<file path="src/gf163_pkg.sv">
`timescale 1ns / 1ps
// Shared types, constants and the multiply-by-x step for the GF(2^163) unit.
package gf163_pkg;

  localparam int FLD_BITS  = 163;
  localparam int WORD_BITS = 64;
  localparam int TOP_BITS  = 35;
  localparam int CNT_W     = 8;

  typedef logic [FLD_BITS-1:0] elem_t;

  // Low terms of the reduction polynomial: x^7 + x^6 + x^3 + 1.
  localparam logic [7:0] RED_LOW  = 8'd201;
  localparam elem_t      RED_POLY = elem_t'(RED_LOW);
  localparam elem_t      ONE_ELEM = elem_t'(1);
  // Exponent 2^163 - 2: all ones but bit 0.
  localparam elem_t      INV_EXP  = ~ONE_ELEM;

  localparam logic [CNT_W-1:0] CNT_LAST  = CNT_W'(FLD_BITS - 1);
  localparam logic [CNT_W-1:0] POW_STEPS = CNT_W'(FLD_BITS);
  localparam logic [CNT_W-1:0] TRC_STEPS = CNT_W'(FLD_BITS - 1);

  typedef enum logic [2:0] {
    CMD_ADD = 3'd0,
    CMD_MUL = 3'd1,
    CMD_SQR = 3'd2,
    CMD_POW = 3'd3,
    CMD_TRC = 3'd4,
    CMD_INV = 3'd5
  } cmd_t;

  // Multiply by x, then reduce.
  function automatic elem_t gf_mulx(input elem_t x);
    elem_t r;
    r = {x[FLD_BITS-2:0], 1'b0};
    if (x[FLD_BITS-1]) begin
      r = r ^ RED_POLY;
    end
    return r;
  endfunction

endpackage

</file>
<file path="src/gf2_163_field_arithmetic_unit.sv">
`timescale 1ns / 1ps
// Top level: GF(2^163) arithmetic unit built round one bit-serial multiplier.
// Add and unused codes are answered from the accepted beat; multiply and square take one pass
// of the shared bit-serial multiplier; power takes a squaring per exponent bit plus a multiply by
// the base per set bit; inverse is a power to 2^163 - 2; trace chains repeated squarings.
// Throughput: one item at a time; the next beat is taken the cycle after the result leaves.
// Reset (rst_n low, synchronous) returns the sequencer to idle and drops out_valid.
module gf2_163_field_arithmetic_unit import gf163_pkg::*; (
  input  logic                 clk,
  input  logic                 rst_n,
  input  logic                 in_valid,
  output logic                 in_stall,
  input  logic [2:0]           in_command,
  input  logic [WORD_BITS-1:0] in_a_lo,
  input  logic [WORD_BITS-1:0] in_a_mid,
  input  logic [TOP_BITS-1:0]  in_a_hi,
  input  logic [WORD_BITS-1:0] in_b_lo,
  input  logic [WORD_BITS-1:0] in_b_mid,
  input  logic [TOP_BITS-1:0]  in_b_hi,
  output logic                 out_valid,
  input  logic                 out_stall,
  output logic [WORD_BITS-1:0] out_r_lo,
  output logic [WORD_BITS-1:0] out_r_mid,
  output logic [TOP_BITS-1:0]  out_r_hi
);

  typedef enum logic [1:0] {
    ST_IDLE,
    ST_RUN,
    ST_OUT
  } state_t;

  // Power: squaring step, or multiply by the base.
  typedef enum logic {
    PH_SQ,
    PH_MB
  } phase_t;

  state_t            state_r, state_nxt;
  phase_t            phase_r, phase_nxt;
  cmd_t              cmd_r, cmd_nxt;
  logic              out_valid_r, out_valid_nxt;
  elem_t             base_r, base_nxt;   // operand a, kept for power
  elem_t             e_r, e_nxt;         // exponent, scanned from the top bit
  elem_t             s_r, s_nxt;         // running trace sum
  elem_t             res_r, res_nxt;
  logic [CNT_W-1:0]  k_r, k_nxt;         // outer steps still to go
  // Shared multiplier: x shifts up with reduction, y shifts down, acc collects.
  elem_t             mx_r, mx_nxt;
  elem_t             my_r, my_nxt;
  elem_t             acc_r, acc_nxt;
  logic [CNT_W-1:0]  cnt_r, cnt_nxt;

  elem_t             a_in, b_in, pp;

  assign a_in = {in_a_hi, in_a_mid, in_a_lo};
  assign b_in = {in_b_hi, in_b_mid, in_b_lo};
  // Accumulator after this cycle's bit; the full product on the last cycle.
  assign pp   = acc_r ^ (my_r[0] ? mx_r : '0);

  assign in_stall  = (state_r != ST_IDLE);
  assign out_valid = out_valid_r;
  assign out_r_lo  = res_r[WORD_BITS-1:0];
  assign out_r_mid = res_r[2*WORD_BITS-1:WORD_BITS];
  assign out_r_hi  = res_r[FLD_BITS-1:2*WORD_BITS];

  always_comb begin
    state_nxt     = state_r;
    phase_nxt     = phase_r;
    cmd_nxt       = cmd_r;
    out_valid_nxt = out_valid_r;
    base_nxt      = base_r;
    e_nxt         = e_r;
    s_nxt         = s_r;
    res_nxt       = res_r;
    k_nxt         = k_r;
    mx_nxt        = mx_r;
    my_nxt        = my_r;
    acc_nxt       = acc_r;
    cnt_nxt       = cnt_r;

    unique case (state_r)
      ST_IDLE: begin
        if (in_valid) begin
          cmd_nxt  = cmd_t'(in_command);
          base_nxt = a_in;
          acc_nxt  = '0;
          cnt_nxt  = '0;
          unique case (cmd_t'(in_command))
            CMD_ADD: begin
              res_nxt       = a_in ^ b_in;
              out_valid_nxt = 1'b1;
              state_nxt     = ST_OUT;
            end
            CMD_MUL: begin
              mx_nxt    = a_in;
              my_nxt    = b_in;
              state_nxt = ST_RUN;
            end
            CMD_SQR: begin
              mx_nxt    = a_in;
              my_nxt    = a_in;
              state_nxt = ST_RUN;
            end
            CMD_POW, CMD_INV: begin
              e_nxt     = (cmd_t'(in_command) == CMD_POW) ? b_in : INV_EXP;
              k_nxt     = POW_STEPS;
              phase_nxt = PH_SQ;
              mx_nxt    = ONE_ELEM;
              my_nxt    = ONE_ELEM;
              state_nxt = ST_RUN;
            end
            CMD_TRC: begin
              s_nxt     = a_in;
              k_nxt     = TRC_STEPS;
              mx_nxt    = a_in;
              my_nxt    = a_in;
              state_nxt = ST_RUN;
            end
            default: begin
              res_nxt       = '0;
              out_valid_nxt = 1'b1;
              state_nxt     = ST_OUT;
            end
          endcase
        end
      end

      ST_RUN: begin
        mx_nxt  = gf_mulx(mx_r);
        my_nxt  = my_r >> 1;
        acc_nxt = pp;
        cnt_nxt = cnt_r + 1'b1;
        if (cnt_r == CNT_LAST) begin
          // Product ready in pp: decide the next multiplication or finish.
          acc_nxt = '0;
          cnt_nxt = '0;
          mx_nxt  = pp;
          my_nxt  = pp;
          unique case (cmd_r)
            CMD_POW, CMD_INV: begin
              if (phase_r == PH_SQ && e_r[FLD_BITS-1]) begin
                my_nxt    = base_r;
                phase_nxt = PH_MB;
              end else begin
                phase_nxt = PH_SQ;
                e_nxt     = e_r << 1;
                k_nxt     = k_r - 1'b1;
                if (k_r == CNT_W'(1)) begin
                  res_nxt       = pp;
                  out_valid_nxt = 1'b1;
                  state_nxt     = ST_OUT;
                end
              end
            end
            CMD_TRC: begin
              s_nxt = s_r ^ pp;
              k_nxt = k_r - 1'b1;
              if (k_r == CNT_W'(1)) begin
                res_nxt       = '0;
                res_nxt[0]    = s_r[0] ^ pp[0];
                out_valid_nxt = 1'b1;
                state_nxt     = ST_OUT;
              end
            end
            default: begin
              // plain multiply and square
              res_nxt       = pp;
              out_valid_nxt = 1'b1;
              state_nxt     = ST_OUT;
            end
          endcase
        end
      end

      ST_OUT: begin
        if (!out_stall) begin
          out_valid_nxt = 1'b0;
          state_nxt     = ST_IDLE;
        end
      end

      default: begin
        state_nxt = ST_IDLE;
      end
    endcase
  end

  always_ff @(posedge clk) begin
    if (!rst_n) begin
      state_r     <= ST_IDLE;
      out_valid_r <= 1'b0;
    end else begin
      state_r     <= state_nxt;
      out_valid_r <= out_valid_nxt;
    end
    phase_r <= phase_nxt;
    cmd_r   <= cmd_nxt;
    base_r  <= base_nxt;
    e_r     <= e_nxt;
    s_r     <= s_nxt;
    res_r   <= res_nxt;
    k_r     <= k_nxt;
    mx_r    <= mx_nxt;
    my_r    <= my_nxt;
    acc_r   <= acc_nxt;
    cnt_r   <= cnt_nxt;
  end

endmodule

</file>
<file path="config.mk">
export PLATFORM = sky130hd
export DESIGN_NAME = gf2_163_field_arithmetic_unit
export DESIGN_NICKNAME = d
export VERILOG_FILES = /design/src/gf163_pkg.sv /design/src/gf2_163_field_arithmetic_unit.sv
export SDC_FILE = /design/constraint.sdc
export NUM_CORES = 2
export LEC_CHECK = 0
export BUFFER_PORTS_ARGS = -buffer_cell sky130_fd_sc_hd__buf_2
export CAP_MARGIN = 20
export CORE_MARGIN = 2
export CORE_UTILIZATION = 45
export CTS_CLUSTER_SIZE = 14
export DETAILED_ROUTE_END_ITERATION = 7
export PLACE_DENSITY = 0.64
export SLEW_MARGIN = 20
export SYNTH_ARGS = -nofsm -noshare
export SYNTH_HDL_FRONTEND = slang
export SYNTH_SLANG_ARGS = --single-unit
</file>
<file path="constraint.sdc">
create_clock -name clk -period 19.25 [get_ports clk]
set_clock_uncertainty 0.1 [all_clocks]
set_input_delay 5.775 -clock clk [delete_from_list [all_inputs] [get_ports clk]]
set_output_delay 5.775 -clock clk [all_outputs]
set_load 0.05 [all_outputs]
</file>
# == After elaboration in Yosys (flattened, before gate mapping) ==
# Cells that the tools add are included.
# totals
reg_bits,1164
input_bits,333
wordCells,137
# op_classes
addsub,2
eq_ne,28
mux,66
bitwise,6
n_reduce_logical,22
# op_table
cell,count
163-bit two-way mux,24
163-bit case mux with 2 select lines,9
163-bit case mux with 3 select lines,1
163-bit XOR,3
8-bit case mux with 2 select lines,4
8-bit two-way mux,6
6-bit AND reduction,3
"3-bit == test, second input constant",4
2-bit two-way mux,6
"2-bit != test, second input constant",6
1-bit two-way mux,11
5-bit AND reduction,2
"3-bit by 2-bit == test with 1-bit output, second input constant",3
"3-bit != test, second input constant",3
"8-bit by 1-bit adder with 8-bit output, second input constant",1
"8-bit by 1-bit == test with 1-bit output, second input constant",1
"8-bit == test, second input constant",1
"8-bit by 1-bit subtractor with 8-bit output, second input constant",1
7-bit AND reduction,1
"2-bit by 1-bit != test with 1-bit output, second input constant",3
"3-bit by 2-bit != test with 1-bit output, second input constant",2
2-bit case mux with 3 select lines,1
3-bit AND reduction,2
2-bit OR reduction,3
other kinds (20),23

# == Longest topological paths before layout ==
# depth
word_depth,7
mapped_depth,8
depth_no_buf,6

# == Worst setup path after synthesis ==
# OpenSTA, ideal clock, no wires.
# synth_path
path_type,input-to-reg
from,input in_command[0]
to,register res_r[0] (enable)
setup_time_ns,0.886
arrival_time_ns,17.375
t_required_ns,18.264
slack_ns,0.889
stages,5
n_path_buf,1
cell_sequence,buf_2 -> nor3_1 -> a21o_1 -> a21oi_1 -> nor3_1
# synth_via
elab_chain_len,4
word_cells_on_any_way,8
cone_classes,eq/ne (6); reduce/logical (2)
# synth_lines
element,line_no,source
start: declaration,gf2_163_field_arithmetic_unit.sv:13,"input logic [2:0] in_command,"
3-bit by 2-bit == test with 1-bit output (tied with other cells),gf2_163_field_arithmetic_unit.sv:89,unique case (cmd_t'(in_command))
5-bit OR reduction (no source line) *,-,
2-bit != test (no source line) *,-,
7-bit AND reduction (no source line) *,-,
end signal: assignment,gf2_163_field_arithmetic_unit.sv:202,res_r <= res_nxt;
end: declaration,gf2_163_field_arithmetic_unit.sv:46,"elem_t res_r, res_nxt;"
# Every way passes the cells marked *; elsewhere a longest branch is shown, timed or not.
# A chain may end at the register's enable or synchronous reset.

# == Worst setup path in the final report ==
# layout_path
from,input in_command[2]
to,register e_r[33] (enable)
# layout_via
elab_chain_len,4
word_cells_on_any_way,5
cone_classes,eq/ne (3); reduce/logical (2)
# layout_lines
element,line_no,source
3-bit by 2-bit == test with 1-bit output / 3-bit == test (equally long branches),gf2_163_field_arithmetic_unit.sv:89,
2-bit OR reduction *,gf2_163_field_arithmetic_unit.sv:89,
2-bit by 1-bit != test with 1-bit output (no source line) *,-,
6-bit AND reduction (no source line) *,-,
end signal: assignment,gf2_163_field_arithmetic_unit.sv:200,e_r <= e_nxt;
end: declaration,gf2_163_field_arithmetic_unit.sv:44,"elem_t e_r, e_nxt;"
# Marks and branches as above.

==> flow_summary.toml <==
[pwr]
peakVddDrop_mv = 0.0827
leakagePower_nw = 17.8
comb_power_share_pct = 22.8
powerDensity_nw_per_um2 = 125
clkPwrFrac_pct = 30.2
internal_power_mw = 4.40
pwr-share-seq_pct = 47.0
sw_frac_of_total_pct = 31.9
switching_power_mw = 2.06

[finish]
final_common_cell = "edfxtp_1"
nNetsFinal = 4077
layout_common_cells = "999 x edfxtp_1, 497 x buf_2, 373 x nor2_1, 174 x nand2_1, 174 x xnor2_1"
drive_gt1_share_pct = 18.5
utilization_pct = 51.9
fill_cells = 8548
synthToLayoutAreaGrowth_pct = 14.7
multi_input_area_um2 = 14000
register_area_um2 = 30100

[logic_synthesis]
synthesis.nets = 3698
synth_edf_count = 999
ys_seq_area_share_pct = 66.5
synth.cell_area_um2 = 45200
ys_ff_latch = 1002
synth_warnings = 0
syn_inst = 3361
ys.flop_type = "edfxtp_1"
synth.avg_cell_area_um2 = 13.5
synth_cell_type_count = 51
synthArstFlopShare_pct = 0

[clock_network]
clock-root-buffer = "clkbuf_16"
cts.sinks = 1002
path_clk_slew_ns = 0.06
cts_setup_buffers = 0
clk_path_buf_depth = 3
clock_latency_ns = 0.69
cts_max_level = 3
ctsResizeCount = 0
cts_hold_buffers = 0
cts_tree = "done"
cts_buffers = 106

[critical_path]
worstPathBufferInverterCount = 3
rr_worst_depth = 5
path_class = "primary input to flop"
cp.arrival_ns = 8.95
r2r_setup_slack_ns = 14.79
crit_family = "buffers and inverters"
timing.rr.end = "res_r[34]"
cp.depth = 7
crit_chain = "buf_2 -> xor2_2 -> nand3b_1 -> a221oi_1 -> nor2b_4 -> buf_4 -> buf_4"
cp-end-kind = "flop"
max_stage_delay_ns = 0.75
critPathLaunch = "in_command[2]"
cp_common_cell = "buf_4"
cp.required_ns = 19.45
regToRegStartpoint = "state_r[1]"
crit_end = "e_r[33]"
cp_max_fo = 64
startpoint_type = "primary input"
cpMaxStageDelayCell = "nor2b_4"

[routing]
vias = 31400
ant_nets = 0
drt_wl_total_mm = 131
viasPerCell = 6.11
drc = 3
drtIter0Drc = 3857
wl_per_cell_um = 25.5
drt_pre_antenna_iters = 8

[placed_design]
numPortBuffers = 497
hpwl_mm = 78.2
gp_congestion = 0.803

[grt]
grt_max_degree = 177
met1_usage_pct = 35.2
grt_pass1_vias = 30700
grt_overflow_total = 0
grt_busiest_layer = "met2"
grt_pass1_wl_mm = 196
antenna_found_initial = 30
gr-usage-met2_pct = 39.5
grtUsageTotal_pct = 24.9
use_met3_pct = 3.95

[sta]
fin_crit_sh_pct = 45.5
hold_viol_final = 0
max_freq_mhz = 114
setup_violations = 0
worstMarginPinSlew_ns = 1.16
period_minus_slack_ns = 8.75
relSlewSlack_pct = 22.5
fin_tns_setup_ns = 0
final_max_slew_viol_count = 0
rsz0062_at_grt = "false"

[die]
die_height_um = 321
start_util_pct = 45.3
num_rows = 116
core_region_area_um2 = 99900
fp.dieW_um = 321
io_pins = 498
die_area_um2 = 103000

[run_status]
status = "finished, violations left"
violations = "DRC"

[job]
cap_violations = 0

[worst_hold_path]
holdCritPathClass = "flop to flop"
flip-flops by register name (all words and copies together), names as in the netlist:
name,count
acc_r,163
s_r,1
e_r,163
phase_r,1
base_r,163
k_r,8
res_r,163
my_r,163
cmd_r,3
state_r,2
out_valid,1
mx_r,163
cnt_r,8
worst register-to-register path: cells and delay by family (launching register included):
kind / cells / cell delay (ns)
simple gates: 2 / 1.57
flops: 1 / 0.73
compound gates: 1 / 0.38
buf+inv: 2 / 1.49
per-layer routing:
metal	wire length, µm	vias up
li1	-	13900
met1	55700	15800
met2	62300	1413
met3	9770	223
met4	3370	20
met5	121	-
logic make-up after synthesis:
group | Yosys count | share of synthesized area (%)
AO/OA/AOI/OAI | 971 | 16.4
XOR/XNOR | 344 | 6.68
adder cells (fa/ha/maj) | 4 | 0.111
buffers and inverters | 284 | 2.85
flip-flops | 1002 | 66.5
multiplexers | 2 | 0.0443
AND/OR/NAND/NOR | 754 | 7.43
cell type report:
class,instances,share of cell area (%)
Sequential cell,1002,58.0
Inverter,8,0.0579
Clock buffer,135,5.45
Antenna cell,15,0.0724
Tap cell,1298,3.13
Clock inverter,58,0.796
Multi-Input combinational cell,2075,27.0
Timing Repair Buffer,547,5.57
cells in the mapped netlist (2+ instances only):
| library cell | number | area share (%) |
|---|---|---|
| a221o_1 | 29 | 0.64 |
| buf_4 | 2 | 0.033 |
| mux2i_1 | 2 | 0.044 |
| and2_1 | 165 | 2.3 |
| edfxtp_1 | 999 | 66 |
| inv_1 | 8 | 0.066 |
| nand4b_1 | 2 | 0.039 |
| nor3_1 | 4 | 0.044 |
| a22oi_1 | 132 | 2.2 |
| and3_1 | 3 | 0.042 |
| dfxtp_1 | 3 | 0.13 |
| nand2_1 | 176 | 1.5 |
| o211ai_1 | 2 | 0.033 |
| o31ai_1 | 163 | 2.7 |
| nor3b_1 | 3 | 0.050 |
| xor2_1 | 169 | 3.3 |
| o221ai_1 | 4 | 0.077 |
| buf_6 | 11 | 0.27 |
| o211a_1 | 2 | 0.044 |
| a21oi_1 | 9 | 0.10 |
| o21ai_0 | 135 | 1.5 |
| nor2_1 | 376 | 3.1 |
| nand3b_1 | 4 | 0.066 |
| xnor2_1 | 174 | 3.4 |
| ha_1 | 4 | 0.11 |
| o22a_1 | 162 | 3.1 |
| clkbuf_1 | 153 | 1.3 |
| buf_1 | 3 | 0.025 |
| o41ai_1 | 2 | 0.039 |
| nand2b_1 | 4 | 0.055 |
| buf_2 | 107 | 1.2 |
| nand3_1 | 7 | 0.077 |
| nor2b_1 | 2 | 0.028 |
| o22ai_1 | 163 | 2.3 |
| a222oi_1 | 161 | 3.6 |
how the worst min path moves through the flow:
stage,start,end,cells after the start
floorplan,my_r[1],my_r[0],2
global placement,my_r[93],my_r[92],2
detailed placement,my_r[93],my_r[92],2
CTS,my_r[97],my_r[96],2
global route,e_r[98],e_r[99],1
finish,my_r[97],my_r[96],2
power groups by stage:
stage               clock (mW)  sequential, mW  combinational (mW)
floorplan                    0            3.32               0.817
global placement             0            3.08                1.45
detailed placement           0            3.08                1.47
CTS                       1.99            3.04                1.48
global route              2.07            3.07                1.60
finish                    1.95            3.04                1.47
through the flow:
| step | cell area, µm² | setup WS (ns) | power, mW | cells | hold slack (ns) |
|---|---|---|---|---|---|
| floorplan | 45200 | 0.889 | 4.13 | 3361 | 0.404 |
| global placement | 48600 | 9.82 | 4.53 | 4930 | 0.425 |
| detailed placement | 48600 | 9.74 | 4.56 | 4930 | 0.432 |
| CTS | 51800 | 10.51 | 6.51 | 5123 | 0.445 |
| global route | 51900 | 10.30 | 6.74 | 5135 | 0.458 |
| finish | 51900 | 10.50 | 6.47 | 5138 | 0.441 |
No activity file was read; power rests on OpenSTA's default activity.
